<file path="config.mk">
export PLATFORM = sky130hd
export DESIGN_NAME = pli_cell
export DESIGN_NICKNAME = d
export VERILOG_FILES = /design/src/sv/pli_pkg.sv /design/src/sv/pli_cell.sv
export SDC_FILE = /design/constraint.sdc
export NUM_CORES = 1
export LEC_CHECK = 0
export ABC_AREA = 1
export ABC_CLOCK_PERIOD_IN_PS = 12500
export BUFFER_PORTS_ARGS = -buffer_cell sky130_fd_sc_hd__buf_4
export CELL_PAD_IN_SITES_DETAIL_PLACEMENT = 2
export CELL_PAD_IN_SITES_GLOBAL_PLACEMENT = 2
export CORE_AREA = 2 2 205 207
export CTS_CLUSTER_SIZE = 8
export DETAILED_ROUTE_END_ITERATION = 8
export DIE_AREA = 0 0 207 209
export PLACE_DENSITY = 0.68
export SLEW_MARGIN = 20
export SYNTH_ARGS = -nofsm -noshare
export SYNTH_HDL_FRONTEND = slang
export SYNTH_SLANG_ARGS = --single-unit
</file>
<file path="constraint.sdc">
create_clock -name clk -period 12.5 [get_ports clk]
set_clock_uncertainty 0.15 [all_clocks]
set_input_delay 0 -clock clk [delete_from_list [all_inputs] [get_ports clk]]
set_output_delay 0 -clock clk [all_outputs]
set_load 0.02 [all_outputs]
</file>
<file path="src/sv/pli_pkg.sv">
// Shared types for the piecewise linear interpolator.
// Holds the query token that walks the cell row and the state encodings.
// No dependencies.
package pli_pkg;

  localparam int MAX_POINTS_DEF = 64;
  localparam int FRAC_BITS      = 16;

  // Query token handed from cell to cell
  typedef struct packed {
    logic              valid;
    logic              oor;
    logic              found;
    logic signed [31:0] q;
    logic signed [31:0] xk;
    logic signed [31:0] xk1;
    logic signed [31:0] yk;
    logic signed [31:0] yk1;
  } pli_token_t;

  typedef enum logic [1:0] {
    ST_IDLE,
    ST_WALK,
    ST_CALC
  } pli_state_t;

  typedef enum logic [1:0] {
    DV_IDLE,
    DV_RUN,
    DV_MUL,
    DV_SUM
  } pli_div_t;

endpackage

</file>
<file path="src/sv/pli_cell.sv">
// One breakpoint cell: stores one (x, y) pair and passes the query token on.
// Depends on pli_pkg.
module pli_cell import pli_pkg::*; #(
  parameter int IDX  = 0,
  parameter int IDXW = 6
) (
  input  logic               clk,
  input  logic               rst,
  input  logic [IDXW-1:0]    last_idx,
  input  logic               wr_en,
  input  logic [5:0]         wr_idx,
  input  logic signed [31:0] wr_x,
  input  logic signed [31:0] wr_y,
  input  logic signed [31:0] prev_x,
  input  logic signed [31:0] prev_y,
  input  pli_token_t         tok_in,
  output pli_token_t         tok_out,
  output logic signed [31:0] x_out,
  output logic signed [31:0] y_out
);

  localparam logic [IDXW-1:0] MY = IDXW'(IDX);

  pli_token_t tok_next;
  logic       in_use;
  logic       is_last;

  // Store the breakpoint on a load aimed at this slot
  always_ff @(posedge clk) begin
    if (wr_en && (int'(wr_idx) == IDX)) begin
      x_out <= wr_x;
      y_out <= wr_y;
    end
  end

  // Range check and first-hit capture
  always_comb begin
    in_use   = (MY <= last_idx);
    is_last  = (MY == last_idx);
    tok_next = tok_in;
    if (IDX == 0) begin
      if (tok_in.q < x_out) tok_next.oor = 1'b1;
    end else if (in_use) begin
      if (is_last && (tok_in.q > x_out)) tok_next.oor = 1'b1;
      if (!tok_in.found && ((x_out >= tok_in.q) || is_last)) begin
        tok_next.found = 1'b1;
        tok_next.xk    = prev_x;
        tok_next.xk1   = x_out;
        tok_next.yk    = prev_y;
        tok_next.yk1   = y_out;
      end
    end
  end

  // Advance the token one cell per cycle
  always_ff @(posedge clk) begin
    if (rst) begin
      tok_out <= '0;
    end else begin
      tok_out <= tok_next;
    end
  end

endmodule

</file>
== Word level (Yosys, flattened, before mapping) ==
Index checks and enable logic that the tools add are counted.

* Logic and storage cells: 14
* Memory bits (read-only): 0
* Latch bits: 0
* Input bits: 306
* Memories kept: 0
* Bits in registers: 227
* Memory bits (writable): 0

* $mul: 0
* Shifts and indexed selects: 0
* Div/mod/pow operators: 0
* $add $sub $neg: 0
* Reduce and logical (&&, ||, !) cells: 2
* Muxes and demuxes: 1
* Equality and inequality tests: 0
* $lt $le $gt $ge: 1
* Bitwise logic cells: 0

{| class="wikitable"
|+ Operator list
! operator !! number
|-
| 32-bit less-than comparator || 1
|-
| 6-bit zero test || 1
|-
| 1-bit logical AND || 1
|-
| 1-bit two-way mux || 1
|}

== Longest topological paths before layout ==
* Depth in word-level cells: 2
* Gate-level depth with buffers: 16
* Depth with buffers taken out: 16

== Worst setup path after synthesis ==
Ideal clock, no wire load.

* Kind: input to register
* Start point: in wr_idx[5]
* End point: reg x_out[0], enable pin
* Library setup time: 0.651 ns
* Slack: 5.420 ns
* Arrival time: 6.279 ns
* Stages on the path: 1
* Cells stage by stage: nor4_1

* Longest elaborated chain between the ends: 2

{| class="wikitable"
|+ RTL lines
! element !! line !! RTL
|-
| start, declared || pli_cell.sv:11 || <nowiki>input logic [5:0] wr_idx,</nowiki>
|-
| 6-bit zero test || pli_cell.sv:30 || <nowiki>if (wr_en && (int'(wr_idx) == IDX)) begin</nowiki>
|-
| 1-bit logical AND || pli_cell.sv:30 ||
|-
| end signal, assigned || pli_cell.sv:31 || <nowiki>x_out <= wr_x;</nowiki>
|-
| end, declared || pli_cell.sv:18 || <nowiki>output logic signed [31:0] x_out,</nowiki>
|}

Every way passes these cells.
A chain may end at the register's enable or synchronous reset.

== Worst setup path in the final report ==
* Start point: reg x_out[3]
* End point: reg tok_out[161] (netlist name)

* Longest elaborated chain between the ends: 2

{| class="wikitable"
|+ RTL lines
! element !! line !! RTL
|-
| 32-bit less-than comparator || pli_cell.sv:42 || <nowiki>if (tok_in.q < x_out) tok_next.oor = 1'b1;</nowiki>
|-
| 1-bit two-way mux || pli_cell.sv:42 ||
|-
| end signal, assigned || pli_cell.sv:60 || <nowiki>tok_out <= tok_next;</nowiki>
|-
| end, declared || pli_cell.sv:17 || <nowiki>output pli_token_t tok_out,</nowiki>
|}

Every way passes these cells.

==> flow_summary.json <==
{
  "hold_depth": 2,
  "finalNetCount": 1841,
  "hold_slack_ns": 0.0213,
  "max-vdd-ir-drop_mv": 0.0962,
  "post_cts_buffers": 0,
  "internal_power_mw": 1.50,
  "path_cells": "inv_1 -> ha_1 -> a21oi_1 -> nand2_1 -> nand2_1 -> nand2_1 -> nand2_1 -> nand2_1 -> nand2_1 -> nand2_1 -> nand2_1 -> nand3_1 -> nand2_1 -> dlygate4sd3_1 -> inv_1",
  "vias": 7840,
  "synth.largest_area_cell": "dfxtp_1",
  "die_width_um": 207,
  "clkTransAtPathRegs_ns": 0.05,
  "detailed_place_hpwl_mm": 22.9,
  "synthesis.nets": 1050,
  "grt_use_total_pct": 18.8,
  "viasPerCell": 3.79,
  "dieArea_mm2": 0.0433,
  "route.detailed.drc": 0,
  "setup_tns_ns": 0,
  "worstSetupPathType": "flip-flop to flip-flop",
  "clockRootBuffer": "clkbuf_16",
  "fmax_mhz": 380,
  "antenna_found_initial": 7,
  "ys.flop_type": "dfxtp_1",
  "start_kind": "flip-flop",
  "period_share_pct": 21.1,
  "ant_nets": 0,
  "cts_max_level": 2,
  "power_frac_comb_pct": 14.5,
  "fillers": 4473,
  "r2r_cells": 15,
  "sequentialPowerShare_pct": 39.9,
  "worst_hold_path_type": "input pin to flip-flop",
  "syn_to_final_growth_pct": 112,
  "hold_viol": 0,
  "cts_sinks": 227,
  "async_reset_ff_share_pct": 0,
  "fp-row-count": 75,
  "wl_mm": 41.2,
  "synth_cells": 713,
  "cp_slowest_cell": "dlygate4sd3_1",
  "gp_congestion": 0.808,
  "cp.required_ns": 12.77,
  "ctsHoldBuffers": 308,
  "grt_pass1_vias": 9477,
  "outcome": "finished, final reports clean",
  "maxCapViolCount": 0,
  "p_sw_share_pct": 25.1,
  "grt_pass1_wl_mm": 61.0,
  "cts_tree": "yes",
  "slew_headroom_pct": 28.7,
  "setup_violations": 0,
  "crit_top_cell": "nand2_1",
  "dieHeight_um": 209,
  "slowest_delay_ns": 0.56,
  "r2r_slack_ns": 9.87,
  "power_density_mw_per_mm2": 128,
  "routedWlPerCell_um": 19.9,
  "grt_overflow": 0,
  "cellLeakagePower_nw": 7.91,
  "fp.coreArea_mm2": 0.0413,
  "synth_edf_count": 64,
  "synthTopCellsByArea": "dfxtp_1 44%, edfxtp_1 26%, inv_1 10%, nor2_1 8.7%, ha_1 5.3%",
  "cts_buffer_depth": 3,
  "clkLatencyLatePin_ns": 0.53,
  "dr.first_iter.drc_count": 193,
  "pwr-share-clk_pct": 45.6,
  "rsz0062_at_grt": "false",
  "io_pins": 533,
  "drive_gt1_share_pct": 33.9,
  "io_buffers": 462,
  "avgSynthCellArea_um2": 10.3,
  "crit_fanout": 2,
  "end_kind": "flip-flop",
  "post_cts_resized": 0,
  "synth-seq-cells": 227,
  "p_switching_uw": 503,
  "holdPathEnd": "tok_out[84]",
  "ys_types": 22,
  "cts-buffers-inserted": 35,
  "drv_slew": 0,
  "initial_core_util_pct": 17.9,
  "r2r_end": "tok_out[161]",
  "drt_pass1_iterations": 5,
  "min_from": "rst",
  "yosysTopAreaCellShare_pct": 44.3,
  "grt_max_degree": 86,
  "worstMarginPinSlew_ns": 1.07,
  "yosys_warnings": 0,
  "seq_area_frac_synth_pct": 70.3,
  "finalCriticalPeriod_ns": 2.63,
  "r2r-start": "x_out[3]",
  "syn_area_mm2": 0.00737,
  "worst_ep_arrival_time_ns": 2.90
}
-- power by group through the flow --
stage | registers (mW) | clock network [mW] | logic, mW
2_1_floorplan | 0.847 | 0 | 0.0378
3_3_place_gp | 0.809 | 0 | 0.193
3_5_place_dp | 0.810 | 0 | 0.199
4_1_cts | 0.796 | 0.940 | 0.279
5_1_grt | 0.800 | 0.976 | 0.310
6_report | 0.798 | 0.912 | 0.290
-- synth_stat cells, drive strengths merged (2+ instances only) --
cell type  instances
ha                31
o21ai              4
nand2             32
nand3              5
a21oi             14
nor2             173
clkbuf             8
dfxtp            163
buf               10
nor3               2
inv              204
edfxtp            64
-- routing by layer --
metal | track usage (%) | wire length, µm | vias up | part of all wire (%)
met5 | 0 | 0 | - | 0
met4 | 7.61 | 1330 | 0 | 3.2
met3 | 5.24 | 2570 | 67 | 6.2
met2 | 36.6 | 22900 | 285 | 56
met1 | 18.5 | 14300 | 3823 | 35
li1 | - | - | 3665 | -
-- flip-flops by register name, indices dropped and copies added, names as in the netlist --
signal and flops:
y_out 32, x_out 32, tok_out 163
-- stage by stage --
step | setup WS [ns] | instance area, µm² | util [%] | total power, mW | cells
6_report | 9.87 | 15600 | 37.8 | 2.00 | 2071
5_1_grt | 9.67 | 15600 | 37.8 | 2.09 | 2070
4_1_cts | 9.94 | 15600 | 37.7 | 2.01 | 2065
3_5_place_dp | 10.22 | 11500 | 27.8 | 1.01 | 1698
3_3_place_gp | 10.27 | 11500 | 27.8 | 1.00 | 1698
2_1_floorplan | 5.42 | 7370 | - | 0.885 | 713
-- area by class of cell --
cell class | count | area [µm²] | share of cell area [%]
timing repair buffer | 772 | 6570 | 42.1
clock inverter | 3 | 33.8 | 0.217
clock buffer | 56 | 1010 | 6.46
sequential | 227 | 5180 | 33.2
antenna | 6 | 15.0 | 0.0963
inverter | 204 | 766 | 4.91
multi-input combinational | 264 | 1350 | 8.66
tap | 539 | 674 | 4.32
-- worst max path at each step --
stage,from,endpoint,slack [ns],cells after the start
2_1_floorplan,wr_idx[5],x_out[0],5.42,1
3_3_place_gp,rst,tok_out[0],10.27,3
3_5_place_dp,rst,tok_out[0],10.22,3
4_1_cts,x_out[5],tok_out[161],9.94,15
5_1_grt,x_out[3],tok_out[161],9.67,15
6_report,x_out[3],tok_out[161],9.87,15
-- placed cells by master (no fill, tap or decap), drive strengths merged --
cell type and count:
dlygate4sd3 308, dfxtp 163, nor4 1, diode 6, clkbuf 56, buf 464, edfxtp 64, ha 31
o21ai 4, clkinv 2, nand2 32, nor3 2, nand3 5, nor2 173, nand3b 1, inv 205
a21oi 14, nand4 1
-- cell families (layout without fill, tap and decap cells) --
logic type	count (synthesis)	after routing	synth area share, %
adder cells (fa/ha/maj)	31	31	5.26
other	0	6	0
AO/OA/AOI/OAI	18	18	1.48
AND/OR/NAND/NOR	215	215	11.5
flip-flops	227	227	70.3
buffers and inverters	222	1035	11.5
-- critical path: cells and delay by family (launching register included) --
family          cells  cell delay (ns)
flops               1             0.40
simple gates       10             0.84
buf+inv             3             0.67
compound gates      1             0.20
fa+ha+maj           1             0.25
Note: power is estimated with default switching activity, not from simulation.
