`config.mk`:
```
export PLATFORM = sky130hd
export DESIGN_NAME = pli_interp
export DESIGN_NICKNAME = d
export VERILOG_FILES = /design/src/sv/pli_pkg.sv /design/src/sv/pli_interp.sv
export SDC_FILE = /design/constraint.sdc
export NUM_CORES = 2
export LEC_CHECK = 0
export ABC_CLOCK_PERIOD_IN_PS = 8600
export BUFFER_PORTS_ARGS = -buffer_cell sky130_fd_sc_hd__buf_2
export CORE_ASPECT_RATIO = 2
export CORE_UTILIZATION = 50
export CTS_CLUSTER_SIZE = 16
export DETAILED_ROUTE_END_ITERATION = 16
export PLACE_DENSITY_LB_ADDON = 0.05
export SYNTH_ARGS = -nofsm -noshare
export SYNTH_HDL_FRONTEND = slang
export SYNTH_SLANG_ARGS = --single-unit
```
`constraint.sdc`:
```
create_clock -name clk -period 8.6 [get_ports clk]
set_input_delay 1.29 -clock clk [delete_from_list [all_inputs] [get_ports clk]]
set_output_delay 1.29 -clock clk [all_outputs]
set_load 0.02 [all_outputs]
```
`src/sv/pli_pkg.sv`:
```
// Shared types for the piecewise linear interpolator.
// Holds the query token that walks the cell row and the state encodings.
// No dependencies.
package pli_pkg;

  localparam int MAX_POINTS_DEF = 64;
  localparam int FRAC_BITS      = 16;

  // Query token handed from cell to cell
  typedef struct packed {
    logic              valid;
    logic              oor;
    logic              found;
    logic signed [31:0] q;
    logic signed [31:0] xk;
    logic signed [31:0] xk1;
    logic signed [31:0] yk;
    logic signed [31:0] yk1;
  } pli_token_t;

  typedef enum logic [1:0] {
    ST_IDLE,
    ST_WALK,
    ST_CALC
  } pli_state_t;

  typedef enum logic [1:0] {
    DV_IDLE,
    DV_RUN,
    DV_MUL,
    DV_SUM
  } pli_div_t;

endpackage

```
`src/sv/pli_interp.sv`:
```
// Interpolation unit: bit-serial fraction divide, one multiply, final add;
// out-of-range queries and zero-width segments bypass them. Depends on pli_pkg.
module pli_interp import pli_pkg::*; (
  input  logic               clk,
  input  logic               rst,
  input  logic               start,
  input  pli_token_t         tok,
  output logic               done,
  output logic signed [31:0] result,
  output logic               status
);

  pli_div_t state;
  logic [4:0]          cnt;
  logic [32:0]         rem;
  logic [32:0]         aden;
  logic [16:0]         tq;
  logic signed [31:0]  yk;
  logic signed [32:0]  dy;
  logic signed [50:0]  prod;

  logic signed [32:0]  num;
  logic signed [32:0]  den;
  logic [32:0]         anum;
  logic [32:0]         aden_c;
  logic [33:0]         rem2;
  logic                take;
  logic signed [50:0]  adj;

  // Operand preparation
  always_comb begin
    num    = 33'(tok.q) - 33'(tok.xk);
    den    = 33'(tok.xk1) - 33'(tok.xk);
    anum   = num[32] ? 33'(-num) : 33'(num);
    aden_c = den[32] ? 33'(-den) : 33'(den);
    rem2   = {rem, 1'b0};
    take   = (rem2 >= {1'b0, aden});
    adj    = prod + (prod[50] ? 51'sd65535 : 51'sd0);
  end

  // Sequence divide, multiply and sum
  always_ff @(posedge clk) begin
    if (rst) begin
      state <= DV_IDLE;
      done  <= 1'b0;
    end else begin
      done <= 1'b0;
      unique case (state)
        DV_IDLE: begin
          if (start) begin
            yk     <= tok.yk;
            dy     <= 33'(tok.yk1) - 33'(tok.yk);
            aden   <= aden_c;
            rem    <= anum;
            status <= tok.oor;
            if (tok.oor) begin
              result <= '0;
              done   <= 1'b1;
            end else if (den == '0) begin
              result <= tok.yk;
              done   <= 1'b1;
            end else if (num[32] ^ den[32]) begin
              tq    <= '0;
              state <= DV_MUL;
            end else if (anum >= aden_c) begin
              tq    <= 17'(1 << FRAC_BITS);
              state <= DV_MUL;
            end else begin
              tq    <= '0;
              cnt   <= 5'(FRAC_BITS);
              state <= DV_RUN;
            end
          end
        end
        DV_RUN: begin
          rem <= take ? 33'(rem2 - {1'b0, aden}) : rem2[32:0];
          tq  <= {tq[15:0], take};
          cnt <= cnt - 5'd1;
          if (cnt == 5'd1) state <= DV_MUL;
        end
        DV_MUL: begin
          prod  <= $signed({{34{1'b0}}, tq}) * $signed({{18{dy[32]}}, dy});
          state <= DV_SUM;
        end
        DV_SUM: begin
          result <= yk + adj[47:16];
          done   <= 1'b1;
          state  <= DV_IDLE;
        end
        default: state <= DV_IDLE;
      endcase
    end
  end

endmodule

```
* Yosys cells after proc, flatten, opt, wreduce, memory -nomap -nowiden
Index checks and enable logic that the tools add are counted.
W data, S select, Z words.
** Word-level totals
- Input port bits :: 166
- Register bits after elaboration :: 240
- Logic and storage cells :: 80
- Output and inout bits :: 34
** Cells by class
- Multiply operators :: 1
- Equality and inequality tests :: 11
- Bitwise gates (word level) :: 2
- $add $sub $neg :: 9
- Reductions and logical operators :: 11
- Mux-type cells :: 33
- Order comparisons :: 2
** Operators by type and width (count)
- $mux W33 :: 4
- $sub A32 B32 Y33 :: 3
- $mux W32 :: 3
- $mux W17 :: 5
- $neg A33 Y33 :: 2
- $pmux W33 S2 :: 1
- $pmux W32 S2 :: 1
- $mul A18 B33 Y51 :: 1
- $add A48 B17 Y48 :: 1
- $ge A34 B33 Y1 :: 1
- $pmux W17 S2 :: 1
- $ge A33 B33 Y1 :: 1
- $logic_not A33 Y1 :: 1
- $sub A33 B33 Y33 :: 1
- $add A32 B32 Y32 :: 1
- $mux W5 :: 5
- $mux W16 :: 1
- $mux W2 :: 6
- $ne A2 B2 Y1 const B :: 6
- $pmux W5 S2 :: 1
- $pmux W2 S4 :: 1
- $reduce_and A4 Y1 :: 2
- $reduce_and A7 Y1 :: 1
- $reduce_and A3 Y1 :: 2
- other kinds (13) :: 17

* Depth between registers and ports, before layout
- Depth after elaboration :: 10
- Depth in mapped cells :: 28
- Mapped depth without buffers :: 28

* Worst setup path before layout
No wires, ideal clock.
- Kind :: input port to flip-flop
- Start point :: input port tok[64] (netlist bit)
- End point :: register result[0], enable pin
- Library setup time :: 0.470 ns
- Path buffers :: 0
- Data required time :: 8.130 ns
- Arrival :: 6.963 ns
- Slack :: 1.167 ns
- Stages on the path :: 15
- Cells stage by stage :: inv_1 ha_1 fa_1 nand2b_1 a21oi_1 xor2_1 or3_1 or4_4 nor4_2 nand4_1 nor4_4 nand2_1 o21bai_2 nand2_1 a211oi_1
** On the way
- Word-level cells in the longest chain between the ends :: 4
** Ends and longest elaborated chain
- from (decl) :: line pli_interp.sv:7 : input pli_token_t tok,
- $sub A32 B32 Y33 :: line pli_interp.sv:33 : den = 33'(tok.xk1) - 33'(tok.xk);
- $logic_not A33 Y1 :: line pli_interp.sv:59 : end else if (den == '0) begin
- $ne A3 B3 Y1 (no source line)
- $reduce_and A4 Y1 (no source line)
- to (signal assigned) :: line pli_interp.sv:60 : result <= tok.yk;
- to (signal assigned) :: line pli_interp.sv:86 : result <= yk + adj[47:16];
- to (decl) :: line pli_interp.sv:9 : output logic signed [31:0] result,
No other way between the ends.
A chain may end at the register's enable or synchronous reset.

* Worst setup path in the final report
- Start point :: register tq[3]
- End point :: register prod[50] (data pin)
** On the way
- Word-level cells in the longest chain between the ends :: 1
** Ends and longest elaborated chain
- from (decl) :: line pli_interp.sv:17 : logic [16:0] tq;
- from (signal assigned) :: line pli_interp.sv:66 : tq <= 17'(1 << FRAC_BITS);
- from (signal assigned) :: line pli_interp.sv:77 : tq <= {tq[15:0], take};
- $mul A18 B33 Y51 :: line pli_interp.sv:82 : prod <= $signed({{34{1'b0}}, tq}) * $signed({{18{dy[32]}}, dy});
- to (signal assigned) :: line pli_interp.sv:82
- to (decl) :: line pli_interp.sv:20 : logic signed [50:0] prod;
No other way between the ends.

==> impl_metrics.yaml <==
detailed_routing:
  wire_per_inst_um: 21.39
  drc_errors: 0
  viasPerCell: 5.627
  routed_wl_mm: 119.9
  ant_nets: 0
  first_pass_iters: 5
  vias: 31550
  dr.first_iter.drc_count: 1195
clock_network:
  clock_latency_ps: 620
  cts_tree: "yes"
  ctsResizeCount: 0
  clockBufferDepth: 3
  h-tree-depth: 1
  clock_sinks: 238
  tritoncts.num_buffers: 24
  cts_root_buf: "clkbuf_16"
  path_clk_slew_ps: 70
  cts_setup_buffers: 0
  postCtsHoldBufs: 0
logic_synthesis:
  ys_top_cells_by_area: "fa_1 27%, edfxtp_1 18%, ha_1 11%, inv_1 7.6%, nand2_1 5.3%"
  ys_seq_elements: 238
  ys_warn_count: 0
  synth_seq_area_share_pct: 18.06
  synth_top_family_by_area: "adder cells"
  avgSynthCellArea_um2: 8.988
  netlist_area_um2: 39410
  ys.flop_type: "edfxtp_1"
  synth.largest_area_cell: "fa_1"
  synth_xor_area_share_pct: 5.838
  synth_fa_ha_area_share_pct: 38.11
  synthSimpleGateAreaFrac_pct: 15.76
  synth_edf_count: 235
  syn-instance-count: 4385
  async_flop_share_pct: 0
  syn_nets: 5427
  synth_compound_area_share_pct: 12.84
  synth_top_area_share_pct: 27.48
  synthMuxAreaShare_pct: 0.3682
  synth_cell_types: 97
min_path:
  hp-start: "state[1]"
  hold_path.class: "reg2reg"
global_route:
  grt_pass1_wl_mm: 182.7
  antenna_found_initial: 9
  grt.overflow.total: 0
  grt_max_degree: 62
  grt_pass1_vias: 34150
  grt_usage_pct: 30.40
placement:
  portBuffers: 197
  dpl_cell_area_um2: 41970
  hpwl_mm: 102.1
  gp_congestion: 0.9556
sta:
  hold_viol: 0
  post-route-min-period_ps: 8264
  setup_viol: 0
  tightestPinTransition_ps: 1158
  drv_slew: 0
  timing.final.crit_share_pct: 96.09
  rsz0062_at_grt: "no"
  skew_ps: 27.71
  fmax_ghz: 0.1210
  tns_ps: 0
  maxSlewHeadroom_pct: 21.71
  fin_worst_hold_slack_ps: 546.8
layout:
  layout-drive-gt1-share_pct: 8.596
  post-route-util_pct: 54.83
  n_fill_cell: 7491
  syn2layout_area_growth_pct: 8.530
  layout_common_cells: "794 x inv_1, 555 x nand2_1, 541 x fa_1"
  mostFrequentLayoutCell: "inv_1"
  fin_nets: 5596
  postLayoutCellArea_um2: 42780
setup_path:
  worstPathArrival_ps: 8630
  cp-startpoint: "tq[3]"
  worst_setup_path_end_kind: "flop"
  rr_startpoint: "tq[3]"
  critPathMaxStageDelay_ps: 1050
  start_kind: "flop"
  crit_chain: "buf_4 -> nand2_1 -> fa_1 -> inv_1 -> fa_1 -> inv_1 -> fa_1 -> fa_1 -> fa_1 -> inv_1 -> fa_1 -> ha_1 -> a21o_1 -> a21oi_1 -> o2111ai_1 -> o211ai_1 -> a311oi_1 -> a211o_1 -> a221o_1 -> o41ai_1 -> nor2b_1 -> o211ai_1 -> a21oi_1 -> xnor2_1"
  critPathMaxFanout: 18
  slowest_stage: "edfxtp_1"
  critPathRequiredTime_ps: 8970
  path_class: "reg2reg"
  crit_path_frequent_cell: "fa_1"
  reg2reg_slack_ps: 340
job:
  maxCapViolCount: 0
floorplanning:
  coreArea_um2: 78010
  die_h_um: 399.1
  start_util_pct: 50.52
  die_w_um: 200.5
  io_pins: 200
  rows: 145
  die_area_um2: 80020
run_status:
  status: "finished, final reports clean"
[synthesized netlist by cell type (25+ instances only)]
library cell	instances
clkbuf_1	143
a21o_1	102
a21oi_1	229
edfxtp_1	235
nand4_1	29
nor2_1	199
o31ai_1	35
fa_1	541
nor3_1	57
nor2b_1	28
and3_1	25
xor2_1	83
inv_1	794
nand2b_1	35
xnor2_1	176
and2_1	221
o21a_1	43
nand2_1	555
ha_1	335
o21ai_0	120
nand3_1	55
[critical path: cells and delay by family, from the launching register on]
family	cells	cell delay [ps]
AND/OR/NAND/NOR	2	220
AO/OA/AOI/OAI	10	2480
buffers and inverters	4	520
flip-flops	1	1050
XOR/XNOR	1	370
adder cells (fa/ha/maj)	7	3380
[registers in the layout, indices dropped and copies added, names as in the netlist]
| register | flops |
|---|---|
| cnt | 5 |
| dy | 33 |
| status | 1 |
| tq | 17 |
| result | 32 |
| prod | 49 |
| state | 2 |
| yk | 32 |
| rem | 33 |
| aden | 33 |
| done | 1 |
[cell type report]
class	instances	area (um^2)	share of cell area [%]
timing repair buffer	293	1794	4.194
multi-input combinational	3203	28790	67.31
inverter	794	2980	6.967
sequential	238	7117	16.64
clock buffer	30	623.1	1.457
clock inverter	14	168.9	0.3949
tap	1029	1287	3.010
antenna	5	12.51	0.02925
[stage by stage]
step	setup slack, ps	std cells
2_1_floorplan	1167	4385
3_3_place_gp	485.2	5557
3_5_place_dp	457.8	5557
4_1_cts	420.7	5601
5_1_grt	167.2	5601
6_report	336.0	5606
[layer usage]
layer  share of wire (%)  vias up  track usage [%]
li1                    -    14630                -
met1                  28    15580            23.08
met2                  58      830            63.66
met3                 3.0      502            2.973
met4                  11        8            28.74
met5               0.048        -                0
[kinds of logic after synthesis]
group	after synthesis
and+or+nand+nor	1292
DFF	238
muxes	14
xor gates and xnor gates	261
buffers and inverters	944
adders and majority gates	876
AOI/OAI and AO/OA	760
[worst paths after layout]
path / cells past startpoint / endpoint
min: 2 / state[1]
min reg2reg: 2 / state[1]
max: 24 / prod[50]
max reg2reg: 24 / prod[50]
Power is left out: the tool's default activity adds up to more than one toggle a clock period on the data nets, which glitch-free logic cannot reach.
